$ cat config.mk
export PLATFORM = sky130hd
export DESIGN_NAME = alli_seq
export DESIGN_NICKNAME = d
export VERILOG_FILES = /design/src/hdl/alli_pkg.sv /design/src/hdl/alli_seq.sv
export SDC_FILE = /design/constraint.sdc
export NUM_CORES = 1
export LEC_CHECK = 0
export BUFFER_PORTS_ARGS = -buffer_cell sky130_fd_sc_hd__buf_2
export CORE_ASPECT_RATIO = 1.2
export CORE_MARGIN = 4
export CORE_UTILIZATION = 40
export CTS_BUF_LIST = sky130_fd_sc_hd__clkbuf_16
export DETAILED_ROUTE_END_ITERATION = 7
export GPL_TIMING_DRIVEN = 0
export SYNTH_ARGS = -nofsm -noshare
export SYNTH_HDL_FRONTEND = slang
export SYNTH_SLANG_ARGS = --single-unit
export TNS_END_PERCENT = 1
$ cat constraint.sdc
create_clock -name clk -period 4.3 [get_ports clk]
set_clock_uncertainty 0.2 [all_clocks]
set_input_delay 0.215 -clock clk [delete_from_list [all_inputs] [get_ports clk]]
set_output_delay 0.215 -clock clk [all_outputs]
set_load 0.05 [all_outputs]
$ cat src/hdl/alli_pkg.sv
// package for the array linked list inserter: stream layout, codes and the
// control program of the sequencer
// depends on nothing
package alli_pkg;

  localparam int IN_W  = 80;
  localparam int OUT_W = 24;
  localparam int PC_W  = 5;

  localparam logic [1:0] ACT_FRONT = 2'd0;
  localparam logic [1:0] ACT_POS   = 2'd1;
  localparam logic [1:0] ACT_END   = 2'd2;
  localparam logic [1:0] ACT_KEY   = 2'd3;

  localparam logic [1:0] ST_OK      = 2'd0;
  localparam logic [1:0] ST_NO_KEY  = 2'd1;
  localparam logic [1:0] ST_BAD_POS = 2'd2;
  localparam logic [1:0] ST_FULL    = 2'd3;

  typedef enum logic [3:0] {
    OP_NOP,
    OP_LATCH,
    OP_CUR_HEAD,
    OP_READ,
    OP_ADVANCE,
    OP_NEW_AFTER_CUR,
    OP_NEW_AFTER_PREV,
    OP_LINK_TGT,
    OP_WRITE_FRONT,
    OP_SET_FULL,
    OP_SET_NO_KEY,
    OP_SET_BAD_POS,
    OP_RESPOND
  } op_t;

  typedef enum logic [3:0] {
    C_NEVER,
    C_ALWAYS,
    C_NO_REQ,
    C_FULL,
    C_FRONT,
    C_ACT_POS,
    C_ACT_END,
    C_CUR_NULL,
    C_PREV_NULL,
    C_LINK_NULL,
    C_KEY_HIT,
    C_POS_DONE,
    C_OUT_FREE
  } cond_t;

  typedef struct packed {
    op_t             op;
    cond_t           cond;
    logic [PC_W-1:0] target;
  } ctl_word_t;

  typedef struct packed {
    logic no_req;
    logic full;
    logic front;
    logic act_pos;
    logic act_end;
    logic cur_null;
    logic prev_null;
    logic link_null;
    logic key_hit;
    logic pos_done;
    logic out_free;
  } flags_t;

  // step addresses
  localparam logic [PC_W-1:0] S_IDLE      = 5'd0;
  localparam logic [PC_W-1:0] S_D_FULL    = 5'd1;
  localparam logic [PC_W-1:0] S_D_FRONT   = 5'd2;
  localparam logic [PC_W-1:0] S_D_POS     = 5'd3;
  localparam logic [PC_W-1:0] S_D_END     = 5'd4;
  localparam logic [PC_W-1:0] S_K_HEAD    = 5'd5;
  localparam logic [PC_W-1:0] S_K_TEST    = 5'd6;
  localparam logic [PC_W-1:0] S_K_READ    = 5'd7;
  localparam logic [PC_W-1:0] S_K_CMP     = 5'd8;
  localparam logic [PC_W-1:0] S_K_ADV     = 5'd9;
  localparam logic [PC_W-1:0] S_K_FOUND   = 5'd10;
  localparam logic [PC_W-1:0] S_K_NEW     = 5'd11;
  localparam logic [PC_W-1:0] S_K_LINK    = 5'd12;
  localparam logic [PC_W-1:0] S_P_HEAD    = 5'd13;
  localparam logic [PC_W-1:0] S_P_TEST    = 5'd14;
  localparam logic [PC_W-1:0] S_P_READ    = 5'd15;
  localparam logic [PC_W-1:0] S_P_ADV     = 5'd16;
  localparam logic [PC_W-1:0] S_P_END     = 5'd17;
  localparam logic [PC_W-1:0] S_A_READ    = 5'd18;
  localparam logic [PC_W-1:0] S_A_NEW     = 5'd19;
  localparam logic [PC_W-1:0] S_A_LINK    = 5'd20;
  localparam logic [PC_W-1:0] S_E_HEAD    = 5'd21;
  localparam logic [PC_W-1:0] S_E_READ    = 5'd22;
  localparam logic [PC_W-1:0] S_E_TEST    = 5'd23;
  localparam logic [PC_W-1:0] S_E_ADV     = 5'd24;
  localparam logic [PC_W-1:0] S_FRONT     = 5'd25;
  localparam logic [PC_W-1:0] S_FULL      = 5'd26;
  localparam logic [PC_W-1:0] S_NO_KEY    = 5'd27;
  localparam logic [PC_W-1:0] S_BAD_POS   = 5'd28;
  localparam logic [PC_W-1:0] S_RESP      = 5'd29;
  localparam logic [PC_W-1:0] S_RESP_WAIT = 5'd30;

  function automatic ctl_word_t rom_word(logic [PC_W-1:0] a);
    ctl_word_t w;
    case (a)
      S_IDLE:      w = '{OP_LATCH,          C_NO_REQ,    S_IDLE};
      S_D_FULL:    w = '{OP_NOP,            C_FULL,      S_FULL};
      S_D_FRONT:   w = '{OP_NOP,            C_FRONT,     S_FRONT};
      S_D_POS:     w = '{OP_NOP,            C_ACT_POS,   S_P_HEAD};
      S_D_END:     w = '{OP_NOP,            C_ACT_END,   S_E_HEAD};
      S_K_HEAD:    w = '{OP_CUR_HEAD,       C_NEVER,     S_IDLE};
      S_K_TEST:    w = '{OP_NOP,            C_CUR_NULL,  S_NO_KEY};
      S_K_READ:    w = '{OP_READ,           C_NEVER,     S_IDLE};
      S_K_CMP:     w = '{OP_NOP,            C_KEY_HIT,   S_K_FOUND};
      S_K_ADV:     w = '{OP_ADVANCE,        C_ALWAYS,    S_K_TEST};
      S_K_FOUND:   w = '{OP_NOP,            C_PREV_NULL, S_FRONT};
      S_K_NEW:     w = '{OP_NEW_AFTER_PREV, C_NEVER,     S_IDLE};
      S_K_LINK:    w = '{OP_LINK_TGT,       C_ALWAYS,    S_RESP};
      S_P_HEAD:    w = '{OP_CUR_HEAD,       C_NEVER,     S_IDLE};
      S_P_TEST:    w = '{OP_NOP,            C_POS_DONE,  S_P_END};
      S_P_READ:    w = '{OP_READ,           C_NEVER,     S_IDLE};
      S_P_ADV:     w = '{OP_ADVANCE,        C_ALWAYS,    S_P_TEST};
      S_P_END:     w = '{OP_NOP,            C_CUR_NULL,  S_BAD_POS};
      S_A_READ:    w = '{OP_READ,           C_NEVER,     S_IDLE};
      S_A_NEW:     w = '{OP_NEW_AFTER_CUR,  C_NEVER,     S_IDLE};
      S_A_LINK:    w = '{OP_LINK_TGT,       C_ALWAYS,    S_RESP};
      S_E_HEAD:    w = '{OP_CUR_HEAD,       C_NEVER,     S_IDLE};
      S_E_READ:    w = '{OP_READ,           C_NEVER,     S_IDLE};
      S_E_TEST:    w = '{OP_NOP,            C_LINK_NULL, S_A_NEW};
      S_E_ADV:     w = '{OP_ADVANCE,        C_ALWAYS,    S_E_READ};
      S_FRONT:     w = '{OP_WRITE_FRONT,    C_ALWAYS,    S_RESP};
      S_FULL:      w = '{OP_SET_FULL,       C_ALWAYS,    S_RESP};
      S_NO_KEY:    w = '{OP_SET_NO_KEY,     C_ALWAYS,    S_RESP};
      S_BAD_POS:   w = '{OP_SET_BAD_POS,    C_ALWAYS,    S_RESP};
      S_RESP:      w = '{OP_RESPOND,        C_OUT_FREE,  S_IDLE};
      S_RESP_WAIT: w = '{OP_NOP,            C_ALWAYS,    S_RESP};
      default:     w = '{OP_NOP,            C_ALWAYS,    S_IDLE};
    endcase
    return w;
  endfunction

endpackage

$ cat src/hdl/alli_seq.sv
// step counter and control program of the inserter
// depends on alli_pkg
module alli_seq
  import alli_pkg::*;
(
  input  logic      clk,
  input  logic      rst,
  input  flags_t    flags,
  output ctl_word_t ctl
);

  logic [PC_W-1:0] pc;
  logic [PC_W-1:0] pc_next;
  logic            take;

  assign ctl = rom_word(pc);

  always_comb begin
    case (ctl.cond)
      C_NEVER:     take = 1'b0;
      C_ALWAYS:    take = 1'b1;
      C_NO_REQ:    take = flags.no_req;
      C_FULL:      take = flags.full;
      C_FRONT:     take = flags.front;
      C_ACT_POS:   take = flags.act_pos;
      C_ACT_END:   take = flags.act_end;
      C_CUR_NULL:  take = flags.cur_null;
      C_PREV_NULL: take = flags.prev_null;
      C_LINK_NULL: take = flags.link_null;
      C_KEY_HIT:   take = flags.key_hit;
      C_POS_DONE:  take = flags.pos_done;
      C_OUT_FREE:  take = flags.out_free;
      default:     take = 1'b0;
    endcase
  end

  assign pc_next = take ? ctl.target : pc + 1'b1;

  always_ff @(posedge clk) begin
    if (rst) begin
      pc <= S_IDLE;
    end else begin
      pc <= pc_next;
    end
  end

endmodule

# Yosys cells after proc, flatten, opt, wreduce, memory -nomap -nowiden
# Memories as Yosys holds them, arrays and structs flattened. A register that Yosys moved wholly into a read port is not among the register bits.
# Index checks and enable logic that the tools add are counted.
# op_classes
multipliers	0
shift	0
n_lt_le_gt_ge	0
n_bitwise	0
n_div	0
addsub	1
eq_ne	12
reduce_logical	0
mux	3
# ops
cell	count
$eq 4x4->1 const B	5
$eq 4x3->1 const B	4
$pmux 1 s12	1
$mux 5	2
$eq 4x2->1 const B	2
$add 5x1->5 const B	1
$eq 4x1->1 const B	1
# totals
mem_bits_rw	0
output_inout_bits	13
regBits	5
word_cells	18
latch_bits	0
n_memories	1
inputBits	13
rom_bits	416
# memory_table
memory	depth	width	rd	rd_ports_with_merged_regs	wr	line	rtl
(name not given)	32	13	1	1	0	alli_pkg.sv:107	case (a)

# Depth between registers and ports, before layout
# Gate-level depths: netlist of the first run.
# depth
ltp_word	4
mapped_depth	13
depth_no_buf	11

# Least setup slack after synthesis of the first run
# Ideal clock, no wire load.
# synth_path
kind	register -> register
startpoint	reg, netlist name ctl[6]
endpoint	reg, netlist name ctl[11]
setup_ns	0.132
required_time_ns	3.968
path_stages_with_launch	14
period_less_slack_ns	3.456
arrival_time_ns	3.125
setup_slack_ns	0.844
cell_sequence	dfxtp_1 > buf_6 > mux2i_1 > nor4b_1 > or3_1 > o21ai_1 > o21ai_1 > nand2_1 > inv_2 > buf_2 > ha_1 > or4_4 > o211ai_2 > o221ai_2
# synth_via
elab_chain_cells	4
# synth_rtl
item	line	rtl
$eq 4x4->1, or another cell as far along	alli_seq.sv:19	case (ctl.cond)
$pmux 1 s12 (*)	alli_seq.sv:19	
$mux 5 (*)	alli_seq.sv:37	assign pc_next = take ? ctl.target : pc + 1'b1;
$mux 5 (no line) (*)	-	
# Mark *: on every way between the ends. The rest lies on a longest branch, timed or not.
# A chain may end at the register's enable or synchronous reset.

# Worst setup path after layout of the first run
# layout_path
startpoint	reg, netlist name ctl[6]
endpoint	reg, netlist name ctl[11]
# layout_via
elab_chain_cells	4
# layout_rtl
item	line
$eq 4x4->1, or another cell as far along	alli_seq.sv:19
$pmux 1 s12 (*)	alli_seq.sv:19
$mux 5 (*)	alli_seq.sv:37
$mux 5 (no line) (*)	-
# Marks and branches as above.

==> results of run 1 <==
-- final cells by class --
cell class,instances,area [um^2],share of cell area
multi-input cells,132,918.4,0.5650
flip-flops and latches,18,360.3,0.2217
repair buffers,24,120.1,0.07390
clock buffers,3,75.07,0.04619
plain buffers,12,71.32,0.04388
well taps,37,46.29,0.02848
inverters,8,30.03,0.01848
clock inverters,1,3.754,0.002309
-- metrics by stage --
| stage | hold WS (ps) | cell area [um^2] | utilization | worst slack, ps |
|---|---|---|---|---|
| after floorplan | 335.1 | 1380 | - | 843.6 |
| after global routing | 199.6 | 1625 | 0.4869 | 683.8 |
| final | 150.2 | 1625 | 0.4869 | 864.4 |
| after detailed placement | 409.5 | 1546 | 0.4633 | 897.7 |
| after global placement | 397.1 | 1546 | 0.4633 | 909.5 |
| after CTS | 152.8 | 1625 | 0.4869 | 875.7 |
-- cells by family after synthesis --
family                   Yosys count
AO/OA/AOI/OAI                     61
XOR/XNOR                           4
adder cells (fa/ha/maj)            7
buffers and inverters             20
flip-flops                        18
AND/OR/NAND/NOR                   50
multiplexers                      10
-- layer usage --
metal  vias to the layer above  part of all wire  track usage
met1                       643              0.40       0.2232
met2                        69              0.50       0.2910
met3                        11             0.075      0.02847
li1                        694                 -            -
met4                         0             0.028       0.1038
met5                         -                 0            0
-- state kept, by name, summed over array words and instances (netlist names) --
register,cells
ctl,13
pc,5
-- worst paths after layout --
check                endpoint  slack [ps]  cells past startpoint
min reg2reg  pc[1]$_SDFF_PP0_         430                      2
min          pc[1]$_SDFF_PP0_         150                      2
max reg2reg   ctl[11]$_DFF_P_         860                     13
max           ctl[11]$_DFF_P_         860                     13
-- cell usage after synthesis, types with 2 or more instances --
| cell | count |
|---|---|
| sky130_fd_sc_hd__a211o_1 | 3 |
| sky130_fd_sc_hd__a211oi_1 | 3 |
| sky130_fd_sc_hd__a21o_1 | 2 |
| sky130_fd_sc_hd__a21oi_1 | 12 |
| sky130_fd_sc_hd__buf_2 | 6 |
| sky130_fd_sc_hd__buf_6 | 2 |
| sky130_fd_sc_hd__clkbuf_1 | 2 |
| sky130_fd_sc_hd__dfxtp_1 | 18 |
| sky130_fd_sc_hd__ha_1 | 7 |
| sky130_fd_sc_hd__inv_1 | 4 |
| sky130_fd_sc_hd__inv_2 | 4 |
| sky130_fd_sc_hd__mux2i_1 | 8 |
| sky130_fd_sc_hd__nand2_1 | 12 |
| sky130_fd_sc_hd__nand3_1 | 6 |
| sky130_fd_sc_hd__nor2_1 | 11 |
| sky130_fd_sc_hd__nor2b_1 | 3 |
| sky130_fd_sc_hd__nor3_1 | 8 |
| sky130_fd_sc_hd__nor4b_1 | 2 |
| sky130_fd_sc_hd__o211ai_1 | 3 |
| sky130_fd_sc_hd__o21a_1 | 2 |
| sky130_fd_sc_hd__o21ai_0 | 6 |
| sky130_fd_sc_hd__o21ai_1 | 6 |
| sky130_fd_sc_hd__o221ai_1 | 2 |
| sky130_fd_sc_hd__o22ai_1 | 5 |
| sky130_fd_sc_hd__o2bb2ai_1 | 3 |
| sky130_fd_sc_hd__xnor2_1 | 2 |
| sky130_fd_sc_hd__xor2_1 | 2 |
-- placed cells by master (no fill, tap or decap), types with 3 or more instances in the layout --
cell type and count:
sky130_fd_sc_hd__o21ai_1 6, sky130_fd_sc_hd__o2bb2ai_1 3, sky130_fd_sc_hd__nand3_1 6, sky130_fd_sc_hd__inv_2 4, sky130_fd_sc_hd__a211o_1 3, sky130_fd_sc_hd__nor2b_1 3, sky130_fd_sc_hd__ha_1 7, sky130_fd_sc_hd__o22ai_1 5
sky130_fd_sc_hd__nand2_1 12, sky130_fd_sc_hd__inv_1 4, sky130_fd_sc_hd__o21ai_0 6, sky130_fd_sc_hd__clkbuf_16 3, sky130_fd_sc_hd__nor3_1 8, sky130_fd_sc_hd__a21oi_1 12, sky130_fd_sc_hd__o211ai_1 3, sky130_fd_sc_hd__nor2_1 11
sky130_fd_sc_hd__dfxtp_1 18, sky130_fd_sc_hd__mux2i_1 8, sky130_fd_sc_hd__a211oi_1 3, sky130_fd_sc_hd__buf_2 30
==> results.sh, run 1 <==
export IMPL_core_outline_area_mm2=0.003338
export IMPL_syn_avg_cell_area_um2=8.118
export IMPL_synth_cell_area_mm2=0.001380
export IMPL_post_synth_mux_area_share=0.08250
export IMPL_async_reset_ff_frac=0
export IMPL_path_delay_family="simple AND/OR/NAND/NOR gates"
export IMPL_grt_ovfl_total=0
export IMPL_cts_tree="yes"
export IMPL_fillCellCount=321
export IMPL_drt_iter0_drc=125
export IMPL_crit_chain="buf_6 > mux2i_1 > nor4b_1 > or3_1 > o21ai_1 > o21ai_1 > nand2_1 > inv_2 > buf_2 > ha_1 > or4_4 > o211ai_2 > o221ai_2"
export IMPL_worstSetupEndpointType="register"
export IMPL_timing_critical_path_slowest_cell_delay_ps=560
export IMPL_dpl_hpwl_um=2878
export IMPL_timing_critical_path_slowest_stage_cell="sky130_fd_sc_hd__or4_4"
export IMPL_vias=1417
export IMPL_stdcell_count=235
export IMPL_synth_adder_area_share=0.06346
export IMPL_worst_setup_path_start_kind="register"
export IMPL_setup_total_negative_slack_ps=0
export IMPL_timing_setup_critical_path_class="reg2reg"
export IMPL_cts_hold_buffers=0
export IMPL_netlist_instances=170
export IMPL_synthDominantAreaCellType="sky130_fd_sc_hd__dfxtp_1"
export IMPL_synth_cell_type_count=53
export IMPL_detail_route_wl_per_cell_um=16.11
export IMPL_net_count_of_the_mapped_netlist=190
export IMPL_antenna_cells=0
export IMPL_path_max_fanout=12
export IMPL_tightestPinTransition_ps=492.2
export IMPL_count_of_buffer_and_inverter_cells_on_the_critical_path=3
export IMPL_worst_hold_startpoint="rst"
export IMPL_cts_post_setup_buffers_inserted=0
export IMPL_fraction_of_final_layout_cells_sized_beyond_drive_strength_1=0.2374
export IMPL_crit_arrival_ps=3360
export IMPL_synth_simple_gate_area_frac=0.1859
export IMPL_timing_critical_path_from="ctl[6]$_DFF_P_"
export IMPL_die_w_um=61.62
export IMPL_overall_global_routing_resource_usage=0.1814
export IMPL_grt_antenna_before_repair=0
export IMPL_tritoncts_buffer_count=3
export IMPL_synth_compound_area_share=0.3083
export IMPL_critical_path_reg2reg_startpoint="ctl[6]$_DFF_P_"
export IMPL_run_status="complete, no violations"
export IMPL_drt_via_density=6.030
export IMPL_warnings_from_yosys=0
export IMPL_cts_repair_resized=0
export IMPL_dp_cells=231
export IMPL_cts_num_sinks=18
export IMPL_routed_wl_um=3785
export IMPL_clkSlewWorstSetupHoldPaths_ps=50
export IMPL_worst_endpoint_required_ps=4220
export IMPL_grt_max_degree=13
export IMPL_cts_root_to_sink_buffers=2
export IMPL_rsz_0062_raised_after_global_routing="false"
export IMPL_hp_class="in2reg"
export IMPL_synth_seq_cells=18
export IMPL_post_route_period_util=0.7990
export IMPL_synth_yosys_seq_area_share=0.2611
export IMPL_finalSetupViolCount=0
export IMPL_final_hold_vio_count=0
export IMPL_start_util=0.4134
export IMPL_peak_freq_mhz=291.1
export IMPL_xor_xnor_portion_of_the_synthesized_cell_area=0.02539
export IMPL_gp_routability_congestion=0.9441
export IMPL_buffer_ports_inserted=24
export IMPL_synth_edf_count=0
export IMPL_wire_length_of_the_first_global_routing_pass_um=6134
export IMPL_drtPass1Iterations=4
export IMPL_yosys_most_used_dff="sky130_fd_sc_hd__dfxtp_1"
export IMPL_total_die_area_mm2=0.004458
export IMPL_critical_path_top_cell_by_count="sky130_fd_sc_hd__o21ai_1"
export IMPL_core_rowCount=23
export IMPL_areaGrowthSynthToFinish_pct=17.77
export IMPL_first_global_vias=1315
export IMPL_synth_top_area_frac=0.2611
export IMPL_clock_tree_root_cell="sky130_fd_sc_hd__clkbuf_16"
export IMPL_timing_max_cap_violations=0
export IMPL_layout_min_cycle_time_ps=3436
export IMPL_synth_top_family_by_area="compound AO/OA/AOI/OAI gates"
export IMPL_remaining_drc_errors=0
export IMPL_residual_antenna_violating_net_count_after_detailed_routing=0
export IMPL_insertion_delay_ps=250
export IMPL_io_pins=26
export IMPL_worst_slew_margin_rel=0.6719
export IMPL_timing_final_max_slew_violations=0
export IMPL_die_height_um=72.35
export IMPL_htree_num_levels=1
export IMPL_final_net_count=219
export IMPL_synthTopCellsByArea="sky130_fd_sc_hd__dfxtp_1 26%, sky130_fd_sc_hd__ha_1 6.3%, sky130_fd_sc_hd__mux2i_1 5.8%"
Power of run 1 is not shown: default switching activity piles up to over one toggle a cycle in this logic, so the estimate is an artifact.
==> run 2: changes to the inputs <==
clock period = 3.5 ns   (was 4.3 ns; I/O delays follow)
==> run 2 against run 1 <==
Register-to-register slack got worse by 690 ps. First-iteration DRC count is 11% lower. Critical path depth stayed put. Global-route usage is the same. Non-clock buffer count is the same. Critical endpoint unchanged. Die area unchanged.
==> results.sh, run 2 (same netlist as run 1, synthesis figures left out) <==
export IMPL_run_status="complete, no violations"
export IMPL_clock_tree_root_cell="sky130_fd_sc_hd__clkbuf_16"
export IMPL_clkSlewWorstSetupHoldPaths_ps=50
export IMPL_tightestPinTransition_ps=460.1
export IMPL_hp_class="in2reg"
export IMPL_cts_hold_buffers=0
export IMPL_grt_antenna_before_repair=0
export IMPL_placedInstanceArea_mm2=0.001546
export IMPL_whs_endpoint="pc[1]$_SDFF_PP0_"
export IMPL_io_pins=26
export IMPL_cts_post_setup_buffers_inserted=0
export IMPL_drt_iter0_drc=111
export IMPL_dp_cells=231
export IMPL_grt_ovfl_total=0
export IMPL_worst_slew_margin_rel=0.6933
export IMPL_buffer_ports_inserted=24
export IMPL_timing_setup_critical_path_class="reg2reg"
export IMPL_detail_route_wl_per_cell_um=16.27
export IMPL_first_global_vias=1315
export IMPL_insertion_delay_ps=250
export IMPL_layout_min_cycle_time_ps=3324
export IMPL_r2r_end="ctl[11]$_DFF_P_"
export IMPL_peak_freq_mhz=300.9
export IMPL_drt_via_density=6.123
export IMPL_cts_root_to_sink_buffers=2
export IMPL_wire_length_of_the_first_global_routing_pass_um=6134
export IMPL_vias=1439
export IMPL_die_height_um=72.35
export IMPL_finish_utilization=0.4899
export IMPL_core_outline_area_mm2=0.003338
export IMPL_worstSetupEndpointType="register"
export IMPL_timing_critical_path_slowest_cell_delay_ps=560
export IMPL_grt_max_degree=13
export IMPL_cts_num_sinks=18
export IMPL_crit_arrival_ps=3250
export IMPL_timing_critical_path_slowest_stage_cell="sky130_fd_sc_hd__or4_4"
export IMPL_commonest_cells_after_routing_fill_and_taps_aside="30 x sky130_fd_sc_hd__buf_2, 18 x sky130_fd_sc_hd__dfxtp_1, 12 x sky130_fd_sc_hd__a21oi_1"
export IMPL_worst_endpoint_required_ps=3420
export IMPL_setup_reg_to_reg_worst_slack_ps=180
export IMPL_overall_global_routing_resource_usage=0.1814
export IMPL_worst_hold_startpoint="rst"
export IMPL_critical_path_reg2reg_startpoint="ctl[6]$_DFF_P_"
export IMPL_whs_path_depth=2
export IMPL_antenna_cells=0
export IMPL_rsz_0062_raised_after_global_routing="false"
export IMPL_final_design_area_no_fill_mm2=0.001635
export IMPL_htree_num_levels=1
export IMPL_cts_tree="yes"
export IMPL_routed_wl_um=3823
export IMPL_tritoncts_buffer_count=3
export IMPL_final_hold_vio_count=0
export IMPL_drtPass1Iterations=7
export IMPL_total_die_area_mm2=0.004458
export IMPL_core_rowCount=23
export IMPL_die_w_um=61.62
export IMPL_worst_setup_path_start_kind="register"
export IMPL_gp_routability_congestion=0.9441
export IMPL_finalSetupViolCount=0
export IMPL_critical_path_top_cell_by_count="sky130_fd_sc_hd__o21ai_1"
export IMPL_areaGrowthSynthToFinish_pct=18.50
export IMPL_timing_critical_path_from="ctl[6]$_DFF_P_"
export IMPL_post_route_period_util=0.9496
export IMPL_reg2regPathDepth=13
export IMPL_timing_final_max_slew_violations=0
export IMPL_start_util=0.4134
export IMPL_largest_register_ffs=13
export IMPL_dpl_hpwl_um=2878
export IMPL_timing_max_cap_violations=0
export IMPL_commonest_non_fill_non_tap_cell_in_the_layout="sky130_fd_sc_hd__buf_2"
export IMPL_fraction_of_final_layout_cells_sized_beyond_drive_strength_1=0.2424
export IMPL_stdcell_count=235
export IMPL_remaining_drc_errors=0
export IMPL_path_max_fanout=12
export IMPL_setup_total_negative_slack_ps=0
export IMPL_residual_antenna_violating_net_count_after_detailed_routing=0
export IMPL_final_net_count=219
export IMPL_crit_chain="buf_6 > mux2i_1 > nor4b_1 > or3_1 > o21ai_1 > o21ai_1 > nand2_2 > inv_2 > buf_2 > ha_1 > or4_4 > o211ai_2 > o221ai_2"
## run 2: cell counts in the layout (fill, tap and decap cells not counted)
No cell type changed its count.
## run 2: area by class of cell
cell class                      instances  area, um^2
Fill cell                             320        1703
Multi-Input combinational cell        132       928.4
Sequential cell                        18       360.3
Timing Repair Buffer                   24       120.1
Clock buffer                            3       75.07
Buffer                                 12       71.32
Tap cell                               37       46.29
Inverter                                8       30.03
Clock inverter                          1       3.754
## run 2: worst max path at each step
stage | endpoint | slack [ps] | cells after the start
2_1_floorplan | ctl[11]$_DFF_P_ | 40 | 13
3_3_place_gp | ctl[11]$_DFF_P_ | 110 | 13
3_5_place_dp | ctl[11]$_DFF_P_ | 100 | 13
4_1_cts | ctl[11]$_DFF_P_ | 80 | 13
5_1_grt | ctl[11]$_DFF_P_ | 2 | 12
6_report | ctl[11]$_DFF_P_ | 180 | 13
## run 2: per-stage QoR
step / setup WS (ps) / hold WS (ps)
after floorplan: 43.59 / 295.1
after global placement: 109.5 / 357.1
after detailed placement: 97.72 / 369.5
after CTS: 75.67 / 112.8
after global routing: 2.031 / 188.0
final: 176.3 / 128.7
## run 2: worst max-delay path, delay by kind of cell, from the launching register on
kind	cells	cell delay [ps]
compound gates	4	450
fa+ha+maj	1	310
buf+inv	3	420
flops	1	330
mux	1	180
simple gates	4	1290
## run 2: layer usage
layer  global-route usage  routed length (um)  vias up  part of all wire
met3              0.02847                 312       13             0.082
met5                    0                   0        -                 0
li1                     -                   -      695                 -
met4               0.1038                 122        0             0.032
met1               0.2232                1539      648              0.40
met2               0.2910                1849       83              0.48
## run 2: timing repair
action                                  CTS  global route
endpoints found under the setup margin    0             2
hold endpoints to repair                  0             0
gates resized for setup                   0             2
Power of run 2 is left out for the same reason.
